File: src/sv/nrp_pkg.sv
// nrp_pkg: shared types, character codes and constants for the NMEA RMC position parser.
// No dependencies; every other file refers to it by scoped names.

package nrp_pkg;

  localparam int CHAR_W     = 8;
  localparam int LAT_DEG_W  = 7;
  localparam int LON_DEG_W  = 10;
  localparam int UNITS_W    = 24;
  localparam int LAT_OUT_W  = 28;
  localparam int LON_OUT_W  = 31;
  localparam int LAT_SCL_W  = 27;   // 99 * 1e6 fits
  localparam int LON_SCL_W  = 30;   // 999 * 1e6 fits
  localparam int QUOT_W     = 21;   // (9999999 + 3) / 6 fits
  localparam int PREFIX_LEN = 6;

  // floor(x / 6) == (x * DIV6_MULT) >> DIV6_SHIFT for every x below 2^25
  localparam int DIV6_SHIFT = 27;
  localparam logic [24:0] DIV6_MULT = 25'd22369622;
  localparam int DIV6_PROD_W = UNITS_W + 25;

  localparam logic [UNITS_W-1:0] MINUTE_UNITS_MAX = 24'd9999999;
  localparam logic [19:0] MICRO_PER_DEG = 20'd1000000;

  localparam logic [CHAR_W-1:0] CH_NEWLINE = 8'd10;
  localparam logic [CHAR_W-1:0] CH_COMMA   = 8'h2C;
  localparam logic [CHAR_W-1:0] CH_POINT   = 8'h2E;
  localparam logic [CHAR_W-1:0] CH_ZERO    = 8'h30;
  localparam logic [CHAR_W-1:0] CH_NINE    = 8'h39;
  localparam logic [CHAR_W-1:0] CH_A       = 8'h41;
  localparam logic [CHAR_W-1:0] CH_S       = 8'h53;
  localparam logic [CHAR_W-1:0] CH_W       = 8'h57;

  // field numbers within a line (commas seen so far)
  localparam logic [2:0] FLD_STATUS  = 3'd2;
  localparam logic [2:0] FLD_LAT     = 3'd3;
  localparam logic [2:0] FLD_LAT_HEM = 3'd4;
  localparam logic [2:0] FLD_LON     = 3'd5;
  localparam logic [2:0] FLD_LON_HEM = 3'd6;
  localparam logic [2:0] FLD_LAST    = 3'd7;

  localparam logic [2:0] LAT_DEG_DIGITS = 3'd2;
  localparam logic [2:0] LON_DEG_DIGITS = 3'd3;
  localparam logic [2:0] FRAC_MAX       = 3'd5;

  typedef struct packed {
    logic [LAT_DEG_W-1:0] lat_deg;
    logic [UNITS_W-1:0]   lat_units;
    logic                 lat_neg;
    logic [LON_DEG_W-1:0] lon_deg;
    logic [UNITS_W-1:0]   lon_units;
    logic                 lon_neg;
  } coord_snapshot_t;

  // expected tag byte at each prefix position
  function automatic logic [CHAR_W-1:0] tag_byte(input logic [2:0] idx);
    logic [CHAR_W-1:0] r;
    case (idx)
      3'd0:    r = 8'h24;  // '$'
      3'd1:    r = 8'h47;  // 'G'
      3'd2:    r = 8'h50;  // 'P'
      3'd3:    r = 8'h52;  // 'R'
      3'd4:    r = 8'h4D;  // 'M'
      3'd5:    r = 8'h43;  // 'C'
      default: r = 8'h00;
    endcase
    return r;
  endfunction

  // weight of each minute fraction digit, in 1e-5 minute
  function automatic logic [13:0] frac_weight(input logic [2:0] idx);
    logic [13:0] r;
    case (idx)
      3'd0:    r = 14'd10000;
      3'd1:    r = 14'd1000;
      3'd2:    r = 14'd100;
      3'd3:    r = 14'd10;
      3'd4:    r = 14'd1;
      default: r = 14'd0;
    endcase
    return r;
  endfunction

endpackage

File: src/sv/nrp_if.sv
// Valid/ready channel interfaces for the NMEA RMC position parser.
// Depends on nrp_pkg for field widths.

interface nrp_byte_if;
  logic                          valid;
  logic                          ready;
  logic [nrp_pkg::CHAR_W-1:0]    char_in;

  modport source (output valid, output char_in, input ready);
  modport sink   (input valid, input char_in, output ready);
endinterface

interface nrp_pos_if;
  logic                                 valid;
  logic                                 ready;
  logic signed [nrp_pkg::LAT_OUT_W-1:0] latitude_micro;
  logic signed [nrp_pkg::LON_OUT_W-1:0] longitude_micro;

  modport source (output valid, output latitude_micro, output longitude_micro, input ready);
  modport sink   (input valid, input latitude_micro, input longitude_micro, output ready);
endinterface

File: src/sv/nrp_line_parser.sv
// nrp_line_parser: per-line byte state (prefix, fields, status, coordinate digits).
// Depends on nrp_pkg. Flags a qualifying newline and presents the coordinate snapshot.

module nrp_line_parser (
  input  logic                           clk,
  input  logic                           rst,
  input  logic                           take,
  input  logic [nrp_pkg::CHAR_W-1:0]     char_in,
  output logic                           emit,
  output nrp_pkg::coord_snapshot_t       snap
);

  typedef struct packed {
    logic [nrp_pkg::LON_DEG_W-1:0] deg;
    logic [nrp_pkg::UNITS_W-1:0]   units;
    logic                          stopped;
    logic                          seen_point;
    logic [2:0]                    frac;
  } acc_t;

  // one byte of a coordinate field
  function automatic acc_t coord_step(input acc_t a, input logic [7:0] c,
                                      input logic [2:0] pos, input logic [2:0] deg_len);
    acc_t        r;
    logic        digit;
    logic [3:0]  d;
    logic [27:0] wide;
    r     = a;
    digit = (c >= nrp_pkg::CH_ZERO) && (c <= nrp_pkg::CH_NINE);
    d     = 4'(c - nrp_pkg::CH_ZERO);
    wide  = 28'(a.units);
    if (!a.stopped) begin
      if (pos < deg_len) begin
        if (digit) begin
          r.deg = 10'(a.deg * 10'd10 + 10'(d));
        end else begin
          r.stopped = 1'b1;
        end
      end else if (digit) begin
        if (!a.seen_point) begin
          wide = 28'(a.units) * 28'd10 + 28'(d) * 28'd100000;
        end else if (a.frac < nrp_pkg::FRAC_MAX) begin
          wide   = 28'(a.units) + 28'(d) * 28'(nrp_pkg::frac_weight(a.frac));
          r.frac = a.frac + 3'd1;
        end
        r.units = (wide > 28'(nrp_pkg::MINUTE_UNITS_MAX)) ? nrp_pkg::MINUTE_UNITS_MAX
                                                          : wide[nrp_pkg::UNITS_W-1:0];
      end else if ((c == nrp_pkg::CH_POINT) && !a.seen_point) begin
        r.seen_point = 1'b1;
      end else begin
        r.stopped = 1'b1;
      end
    end
    return r;
  endfunction

  logic [2:0]                    prefix_count, prefix_count_next;
  logic                          prefix_failed, prefix_failed_next;
  logic [2:0]                    field_index, field_index_next;
  logic [2:0]                    field_char_count, field_char_count_next;
  logic                          status_is_active, status_is_active_next;
  logic                          field_six_present, field_six_present_next;
  logic                          number_stopped, number_stopped_next;
  logic                          seen_point, seen_point_next;
  logic [2:0]                    fraction_digits, fraction_digits_next;
  logic [nrp_pkg::LAT_DEG_W-1:0] lat_degrees, lat_degrees_next;
  logic [nrp_pkg::UNITS_W-1:0]   lat_minute_units, lat_minute_units_next;
  logic                          lat_negative, lat_negative_next;
  logic [nrp_pkg::LON_DEG_W-1:0] lon_degrees, lon_degrees_next;
  logic [nrp_pkg::UNITS_W-1:0]   lon_minute_units, lon_minute_units_next;
  logic                          lon_negative, lon_negative_next;

  logic  newline;
  acc_t  acc_in, acc_out;
  logic  lat_field, lon_field;
  logic [2:0] field_index_inc;

  assign newline = (char_in == nrp_pkg::CH_NEWLINE);
  assign emit = take && newline && (prefix_count == 3'(nrp_pkg::PREFIX_LEN)) && !prefix_failed
                && field_six_present && status_is_active;

  assign snap.lat_deg   = lat_degrees;
  assign snap.lat_units = lat_minute_units;
  assign snap.lat_neg   = lat_negative;
  assign snap.lon_deg   = lon_degrees;
  assign snap.lon_units = lon_minute_units;
  assign snap.lon_neg   = lon_negative;

  assign lat_field = (field_index == nrp_pkg::FLD_LAT);
  assign lon_field = (field_index == nrp_pkg::FLD_LON);
  assign field_index_inc = (field_index < nrp_pkg::FLD_LAST) ? field_index + 3'd1 : field_index;

  always_comb begin
    acc_in.deg        = lat_field ? 10'(lat_degrees) : lon_degrees;
    acc_in.units      = lat_field ? lat_minute_units : lon_minute_units;
    acc_in.stopped    = number_stopped;
    acc_in.seen_point = seen_point;
    acc_in.frac       = fraction_digits;
    acc_out = coord_step(acc_in, char_in, field_char_count,
                         lat_field ? nrp_pkg::LAT_DEG_DIGITS : nrp_pkg::LON_DEG_DIGITS);
  end

  always_comb begin
    prefix_count_next      = prefix_count;
    prefix_failed_next     = prefix_failed;
    field_index_next       = field_index;
    field_char_count_next  = field_char_count;
    status_is_active_next  = status_is_active;
    field_six_present_next = field_six_present;
    number_stopped_next    = number_stopped;
    seen_point_next        = seen_point;
    fraction_digits_next   = fraction_digits;
    lat_degrees_next       = lat_degrees;
    lat_minute_units_next  = lat_minute_units;
    lat_negative_next      = lat_negative;
    lon_degrees_next       = lon_degrees;
    lon_minute_units_next  = lon_minute_units;
    lon_negative_next      = lon_negative;

    if (newline) begin
      prefix_count_next      = '0;
      prefix_failed_next     = 1'b0;
      field_index_next       = '0;
      field_char_count_next  = '0;
      status_is_active_next  = 1'b0;
      field_six_present_next = 1'b0;
      number_stopped_next    = 1'b0;
      seen_point_next        = 1'b0;
      fraction_digits_next   = '0;
      lat_degrees_next       = '0;
      lat_minute_units_next  = '0;
      lat_negative_next      = 1'b0;
      lon_degrees_next       = '0;
      lon_minute_units_next  = '0;
      lon_negative_next      = 1'b0;
    end else begin
      if (prefix_count < 3'(nrp_pkg::PREFIX_LEN)) begin
        if (char_in != nrp_pkg::tag_byte(prefix_count)) begin
          prefix_failed_next = 1'b1;
        end
        prefix_count_next = prefix_count + 3'd1;
      end

      if (char_in == nrp_pkg::CH_COMMA) begin
        field_index_next = field_index_inc;
        if (field_index_inc == nrp_pkg::FLD_LAST) begin
          field_six_present_next = 1'b1;
        end
        field_char_count_next = '0;
        number_stopped_next   = 1'b0;
        seen_point_next       = 1'b0;
        fraction_digits_next  = '0;
      end else begin
        case (field_index)
          nrp_pkg::FLD_STATUS: begin
            status_is_active_next = (field_char_count == 3'd0) && (char_in == nrp_pkg::CH_A);
          end
          nrp_pkg::FLD_LAT: begin
            lat_degrees_next      = acc_out.deg[nrp_pkg::LAT_DEG_W-1:0];
            lat_minute_units_next = acc_out.units;
            number_stopped_next   = acc_out.stopped;
            seen_point_next       = acc_out.seen_point;
            fraction_digits_next  = acc_out.frac;
          end
          nrp_pkg::FLD_LAT_HEM: begin
            if (field_char_count == 3'd0) begin
              lat_negative_next = (char_in == nrp_pkg::CH_S);
            end
          end
          nrp_pkg::FLD_LON: begin
            lon_degrees_next      = acc_out.deg;
            lon_minute_units_next = acc_out.units;
            number_stopped_next   = acc_out.stopped;
            seen_point_next       = acc_out.seen_point;
            fraction_digits_next  = acc_out.frac;
          end
          nrp_pkg::FLD_LON_HEM: begin
            if (field_char_count == 3'd0) begin
              lon_negative_next = (char_in == nrp_pkg::CH_W);
            end
            field_six_present_next = 1'b1;
          end
          default: begin
          end
        endcase
        if (field_char_count < 3'd7) begin
          field_char_count_next = field_char_count + 3'd1;
        end
      end
    end
  end

  always_ff @(posedge clk) begin
    if (rst) begin
      prefix_count      <= '0;
      prefix_failed     <= 1'b0;
      field_index       <= '0;
      field_char_count  <= '0;
      status_is_active  <= 1'b0;
      field_six_present <= 1'b0;
      number_stopped    <= 1'b0;
      seen_point        <= 1'b0;
      fraction_digits   <= '0;
      lat_degrees       <= '0;
      lat_minute_units  <= '0;
      lat_negative      <= 1'b0;
      lon_degrees       <= '0;
      lon_minute_units  <= '0;
      lon_negative      <= 1'b0;
    end else if (take) begin
      prefix_count      <= prefix_count_next;
      prefix_failed     <= prefix_failed_next;
      field_index       <= field_index_next;
      field_char_count  <= field_char_count_next;
      status_is_active  <= status_is_active_next;
      field_six_present <= field_six_present_next;
      number_stopped    <= number_stopped_next;
      seen_point        <= seen_point_next;
      fraction_digits   <= fraction_digits_next;
      lat_degrees       <= lat_degrees_next;
      lat_minute_units  <= lat_minute_units_next;
      lat_negative      <= lat_negative_next;
      lon_degrees       <= lon_degrees_next;
      lon_minute_units  <= lon_minute_units_next;
      lon_negative      <= lon_negative_next;
    end
  end

endmodule

File: src/sv/nrp_scaler.sv
// nrp_scaler: converts a coordinate snapshot to signed microdegrees in two register stages.
// Depends on nrp_pkg and nrp_pos_if. Stage 1 multiplies, stage 2 adds and applies the sign.

module nrp_scaler (
  input  logic                     clk,
  input  logic                     rst,
  input  logic                     fire,
  input  nrp_pkg::coord_snapshot_t snap,
  output logic                     ready,
  nrp_pos_if.source                pos
);

  logic out_free;

  // stage 1: degree scaling and divide-by-six via reciprocal
  logic                                s1_valid;
  logic [nrp_pkg::LAT_SCL_W-1:0]       s1_lat_scaled;
  logic [nrp_pkg::QUOT_W-1:0]          s1_lat_quot;
  logic                                s1_lat_neg;
  logic [nrp_pkg::LON_SCL_W-1:0]       s1_lon_scaled;
  logic [nrp_pkg::QUOT_W-1:0]          s1_lon_quot;
  logic                                s1_lon_neg;

  logic [nrp_pkg::DIV6_PROD_W-1:0]     lat_prod, lon_prod;
  logic [nrp_pkg::LAT_SCL_W-1:0]       lat_scaled;
  logic [nrp_pkg::LON_SCL_W-1:0]       lon_scaled;

  // stage 2: output register
  logic                                out_valid;
  logic [nrp_pkg::LAT_OUT_W-1:0]       out_lat;
  logic [nrp_pkg::LON_OUT_W-1:0]       out_lon;
  logic [nrp_pkg::LAT_OUT_W-1:0]       lat_mag;
  logic [nrp_pkg::LON_OUT_W-1:0]       lon_mag;

  assign out_free = !out_valid || pos.ready;
  assign ready    = !s1_valid || out_free;

  assign lat_prod = nrp_pkg::DIV6_PROD_W'(snap.lat_units + 24'd3)
                    * nrp_pkg::DIV6_PROD_W'(nrp_pkg::DIV6_MULT);
  assign lon_prod = nrp_pkg::DIV6_PROD_W'(snap.lon_units + 24'd3)
                    * nrp_pkg::DIV6_PROD_W'(nrp_pkg::DIV6_MULT);
  assign lat_scaled = nrp_pkg::LAT_SCL_W'(snap.lat_deg)
                      * nrp_pkg::LAT_SCL_W'(nrp_pkg::MICRO_PER_DEG);
  assign lon_scaled = nrp_pkg::LON_SCL_W'(snap.lon_deg)
                      * nrp_pkg::LON_SCL_W'(nrp_pkg::MICRO_PER_DEG);

  always_ff @(posedge clk) begin
    if (rst) begin
      s1_valid <= 1'b0;
    end else if (ready) begin
      s1_valid <= fire;
    end
  end

  always_ff @(posedge clk) begin
    if (fire && ready) begin
      s1_lat_scaled <= lat_scaled;
      s1_lat_quot   <= lat_prod[nrp_pkg::DIV6_SHIFT +: nrp_pkg::QUOT_W];
      s1_lat_neg    <= snap.lat_neg;
      s1_lon_scaled <= lon_scaled;
      s1_lon_quot   <= lon_prod[nrp_pkg::DIV6_SHIFT +: nrp_pkg::QUOT_W];
      s1_lon_neg    <= snap.lon_neg;
    end
  end

  assign lat_mag = nrp_pkg::LAT_OUT_W'(s1_lat_scaled) + nrp_pkg::LAT_OUT_W'(s1_lat_quot);
  assign lon_mag = nrp_pkg::LON_OUT_W'(s1_lon_scaled) + nrp_pkg::LON_OUT_W'(s1_lon_quot);

  always_ff @(posedge clk) begin
    if (rst) begin
      out_valid <= 1'b0;
    end else if (out_free) begin
      out_valid <= s1_valid;
    end
  end

  always_ff @(posedge clk) begin
    if (s1_valid && out_free) begin
      out_lat <= s1_lat_neg ? (~lat_mag + 1'b1) : lat_mag;
      out_lon <= s1_lon_neg ? (~lon_mag + 1'b1) : lon_mag;
    end
  end

  assign pos.valid           = out_valid;
  assign pos.latitude_micro  = $signed(out_lat);
  assign pos.longitude_micro = $signed(out_lon);

endmodule

File: src/sv/nmea_rmc_position_parser_unit.sv
// nmea_rmc_position_parser_unit: top level of the NMEA RMC position parser.
// Depends on nrp_pkg, nrp_if (channels), nrp_line_parser and nrp_scaler.
//
// Usage:
//   rx  : byte channel (valid/ready, char_in). One byte of NMEA text per beat;
//         byte 10 ends a line.
//   pos : result channel (valid/ready, latitude_micro, longitude_micro), signed
//         millionths of a degree, south and west negative.
// A line yields one result beat when it starts with "$GPRMC", its status field
// is exactly "A" and field six exists; other lines yield nothing.
// Throughput: one byte per cycle, sustained, while results drain.
// Path: the result for a line passes the multiply stage, then the add/sign
//   stage into the output register, and then appears on pos.
// Reset (rst, synchronous): line state cleared, both result stages emptied.
// Stall: when pos is held off, the output register keeps its beat and the
//   multiply stage holds one more; rx.ready drops only once both are full,
//   so no result is ever lost or repeated.

module nmea_rmc_position_parser_unit (
  input  logic      clk,
  input  logic      rst,
  nrp_byte_if.sink  rx,
  nrp_pos_if.source pos
);

  logic                     take;       // byte beat accepted this cycle
  logic                     emit;       // qualifying newline accepted
  logic                     scl_ready;  // room in the result pipeline
  nrp_pkg::coord_snapshot_t snap;

  // ready is held off only by a full result pipeline, never by line state
  assign rx.ready = scl_ready;
  assign take     = rx.valid && scl_ready;

  nrp_line_parser u_parser (
    .clk     (clk),
    .rst     (rst),
    .take    (take),
    .char_in (rx.char_in),
    .emit    (emit),
    .snap    (snap)
  );

  nrp_scaler u_scaler (
    .clk   (clk),
    .rst   (rst),
    .fire  (emit),
    .snap  (snap),
    .ready (scl_ready),
    .pos   (pos)
  );

endmodule

File: src/flat_wrapper.sv
// flat-port wrapper written by rule: the top's interface ports become plain ports
module nmea_rmc_position_parser_unit_flat 
  (clk, rst, rx_valid, rx_char_in, rx_ready, pos_valid, pos_latitude_micro, pos_longitude_micro, pos_ready);
  nrp_byte_if rx_i ();
  nrp_pos_if pos_i ();
  input  logic clk;
  input  logic rst;
  input wire logic [$bits(rx_i.valid)-1:0] rx_valid;
  input wire logic [$bits(rx_i.char_in)-1:0] rx_char_in;
  output wire logic [$bits(rx_i.ready)-1:0] rx_ready;
  output wire logic [$bits(pos_i.valid)-1:0] pos_valid;
  output wire logic [$bits(pos_i.latitude_micro)-1:0] pos_latitude_micro;
  output wire logic [$bits(pos_i.longitude_micro)-1:0] pos_longitude_micro;
  input wire logic [$bits(pos_i.ready)-1:0] pos_ready;
  assign rx_i.valid = rx_valid;
  assign rx_i.char_in = rx_char_in;
  assign rx_ready = rx_i.ready;
  assign pos_valid = pos_i.valid;
  assign pos_latitude_micro = pos_i.latitude_micro;
  assign pos_longitude_micro = pos_i.longitude_micro;
  assign pos_i.ready = pos_ready;
  nmea_rmc_position_parser_unit u_core (.clk(clk), .rst(rst), .rx(rx_i), .pos(pos_i));
endmodule
File: config.mk
export PLATFORM = sky130hd
export DESIGN_NAME = nmea_rmc_position_parser_unit_flat
export DESIGN_NICKNAME = d
export VERILOG_FILES = /design/src/sv/nrp_pkg.sv /design/src/sv/nrp_if.sv /design/src/sv/nrp_line_parser.sv /design/src/sv/nrp_scaler.sv /design/src/sv/nmea_rmc_position_parser_unit.sv /design/src/flat_wrapper.sv
export SDC_FILE = /design/constraint.sdc
export NUM_CORES = 2
export LEC_CHECK = 0
export BUFFER_PORTS_ARGS = -buffer_cell sky130_fd_sc_hd__clkbuf_2
export CAP_MARGIN = 40
export CORE_ASPECT_RATIO = 1.75
export CORE_MARGIN = 5
export CORE_UTILIZATION = 30
export CTS_BUF_LIST = sky130_fd_sc_hd__clkbuf_4
export DETAILED_ROUTE_END_ITERATION = 12
export HOLD_SLACK_MARGIN = 0.03
export PLACE_DENSITY_LB_ADDON = 0.3
export SLEW_MARGIN = 20
export SYNTH_ARGS = -nofsm -noshare
export SYNTH_HDL_FRONTEND = slang
export SYNTH_SLANG_ARGS = --single-unit
export TNS_END_PERCENT = 30
File: constraint.sdc
create_clock -name clk -period 8.4 [get_ports clk]
set_input_delay 0.42 -clock clk [delete_from_list [all_inputs] [get_ports clk]]
set_output_delay 0.42 -clock clk [all_outputs]
set_load 0.01 [all_outputs]
==> results.sh <==
export IMPL_status="finished clean"
export IMPL_cp_slowest_cell="fa_1"
export IMPL_h_tree_depth=2
export IMPL_fmax_ghz=0.124
export IMPL_syn_avg_cell_area_sq_um=9.60
export IMPL_place_congestion=0.949
export IMPL_max_slew_margin_pct=44.1
export IMPL_start_kind="flip-flop"
export IMPL_grt_max_degree=60
export IMPL_cts_max_path_buffers=3
export IMPL_coreArea_sq_um=139000
export IMPL_viasPerCell=4.78
export IMPL_final_common_cell="inv_1"
export IMPL_final_cells=6488
export IMPL_grt_pass1_wl_mm=189
export IMPL_yosysTopAreaCell="fa_1"
export IMPL_syn2layout_area_growth_pct=11.9
export IMPL_finalSetupViolations=0
export IMPL_die_h_um=503
export IMPL_rows=181
export IMPL_nNetsFinal=5952
export IMPL_drv_slew=0
export IMPL_dr_pass1_iters=6
export IMPL_synth_top_cell_area_share_pct=25.8
export IMPL_path_buf_inv=7
export IMPL_dp_hpwl_mm=108
export IMPL_arrival_ns=8.64
export IMPL_postSynthCellCount=4338
export IMPL_wl_mm=122
export IMPL_ys_seq_area_share_pct=14.8
export IMPL_post_route_period_util_pct=95.8
export IMPL_ys_ff_latch=234
export IMPL_antenna_found_initial=4
export IMPL_cts_tree="yes"
export IMPL_cpLargestDelayFamily="adder cells"
export IMPL_wl_per_cell_um=18.9
export IMPL_required_ns=9.00
export IMPL_synth_area_sq_um=41600
export IMPL_placed_cells=6363
export IMPL_tightest_slew_ns=0.839
export IMPL_initial_core_util_pct=30.0
export IMPL_drt_iter0_drc=1394
export IMPL_grt_pass1_vias=33900
export IMPL_vias=31000
export IMPL_critPathMostFrequentCell="fa_1"
export IMPL_drive_above_1_share_pct=9.77
export IMPL_ant_nets=0
export IMPL_port_buffers=72
export IMPL_synthTopCellsByArea="fa_1 26%, ha_1 24%, edfxtp_1 11%"
export IMPL_dieArea_sq_um=147000
export IMPL_worst_setup_path_end_kind="flip-flop"
export IMPL_async_flop_share_pct=0
export IMPL_mostFrequentLayoutCells="889 x inv_1, 794 x ha_1, 535 x fa_1, 213 x nand2_1, 211 x nor2_1"
export IMPL_synth_edf_count=148
export IMPL_drt_drc_violations_left=0
export IMPL_rsz0062_at_grt="false"
export IMPL_critical_path_max_stage_delay_ns=0.52
export IMPL_maxCapViolations=0
export IMPL_hold_viol_final=0
export IMPL_vdd_drop_max_mv=0.0829
export IMPL_crit_fanout=4
export IMPL_ys_types=82
export IMPL_post_route_min_period_ns=8.05
export IMPL_clk_pin_slew_ns=0.07
export IMPL_cts_root_buf="clkbuf_4"
export IMPL_ys_flop_type="edfxtp_1"
export IMPL_p_leak_nw=23.8
export IMPL_cts_buffers=59
export IMPL_grtUsageTotal_pct=16.5
export IMPL_overflow=0
export IMPL_numClockSinks=234
export IMPL_synth_warnings=0
export IMPL_fin_tns_setup_ns=0
export IMPL_utilization_pct=33.6
export IMPL_fin_hold_ws_ns=0.152
export IMPL_skew_ns=0.126
export IMPL_clk_latency_ns=0.85
export IMPL_path_class="reg2reg"
export IMPL_min_path_type="in2reg"
export IMPL_p_total_mw=2.58
export IMPL_num_io_pins=73
export IMPL_syn_nets=5685
export IMPL_dieWidth_um=292
export IMPL_power_density_nw_per_um2=55.4
## cell type report
type	instances	area, sq um
Tap cell	1830	2290
Sequential cell	234	6170
Antenna cell	3	7.51
Inverter	892	3350
Clock inverter	31	191
Clock buffer	80	601
Fill cell	14400	92000
Multi-Input combinational cell	3144	32100
Timing Repair Buffer	274	1910
## power breakdown
group	switching, mW	leakage [nW]	internal [mW]	total (mW)
clock network	0.515	0.469	0.512	1.03
registers	0.00290	1.94	1.21	1.21
logic	0.214	21.4	0.129	0.343
## cells in the mapped netlist (37+ instances only)
| cell | instances |
|---|---|
| inv_1 | 890 |
| ha_1 | 799 |
| fa_1 | 536 |
| nor2_1 | 216 |
| nand2_1 | 213 |
| a21oi_1 | 207 |
| xnor2_1 | 203 |
| o21ai_0 | 149 |
| edfxtp_1 | 148 |
| dfxtp_1 | 86 |
| xor2_1 | 81 |
| nand3_1 | 73 |
| nor3_1 | 65 |
| clkbuf_1 | 60 |
| a21o_1 | 52 |
| and3_1 | 41 |
| a31oi_1 | 37 |
## registers in the layout, summed over array words and instances, names as in the netlist, 3 cells and up
register,cells
u_core.u_scaler.s1_lon_scaled,24
u_core.u_parser.lat_minute_units,24
u_core.u_parser.field_char_count,3
u_core.u_scaler.s1_lon_quot,21
u_core.u_scaler.pos.longitude_micro,31
u_core.u_parser.lat_degrees,7
u_core.u_parser.lon_degrees,10
u_core.u_scaler.s1_lat_quot,21
u_core.u_scaler.pos.latitude_micro,28
u_core.u_parser.prefix_count,3
u_core.u_scaler.s1_lat_scaled,21
u_core.u_parser.lon_minute_units,24
u_core.u_parser.fraction_digits,3
u_core.u_parser.field_index,3
## metal layers
metal | global-route usage [%] | share of wire (%) | vias to the layer above
li1 | - | - | 15000
met1 | 15.5 | 34 | 15100
met2 | 34.0 | 57 | 610
met3 | 1.29 | 2.4 | 307
met4 | 9.98 | 7.3 | 0
met5 | 0 | 0 | -
## per-stage QoR
step	instance area [sq um]	setup slack, ns
5_1_grt	46600	0.0220
4_1_cts	46300	0.0254
6_report	46600	0.353
3_5_place_dp	45500	-0.309
2_1_floorplan	41600	0.320
3_3_place_gp	45500	-0.276
## what timing repair did
action / 4_1_cts / 5_1_grt
endpoints found under the setup margin: 9 / 16
hold buffers: 4 / 0
gates resized for setup: 3 / 36
setup buffers: 0 / 6
hold endpoints to repair: 6 / 0
pin swaps: 0 / 6
## worst paths after layout
| path | slack [ns] | endpoint | startpoint | cells after the start |
|---|---|---|---|---|
| max | 0.35 | u_core.u_scaler.s1_lon_quot[19] | u_core.u_parser.lon_minute_units[3] | 32 |
| min reg2reg | 0.49 | u_core.u_parser.prefix_failed | u_core.u_parser.prefix_failed | 2 |
| max reg2reg | 0.35 | u_core.u_scaler.s1_lon_quot[19] | u_core.u_parser.lon_minute_units[3] | 32 |
| min | 0.15 | u_core.u_parser.prefix_failed | rx_char_in[5] | 5 |
## logic make-up after synthesis
logic type	after synthesis	share of synthesized area (%)
xor+xnor	284	5.97
fa+ha+maj	1335	49.8
compound gates	685	10.5
flops	234	14.8
mux	42	1.05
simple gates	798	9.23
buf+inv	960	8.66
## worst min-delay path, cell delays in order
cell,delay (ns)
clkbuf_2,0.13
a21oi_1,0.13
or4_1,0.14
a21oi_1,0.07
nor2_1,0.07
Power figures use the tool's default switching activity.
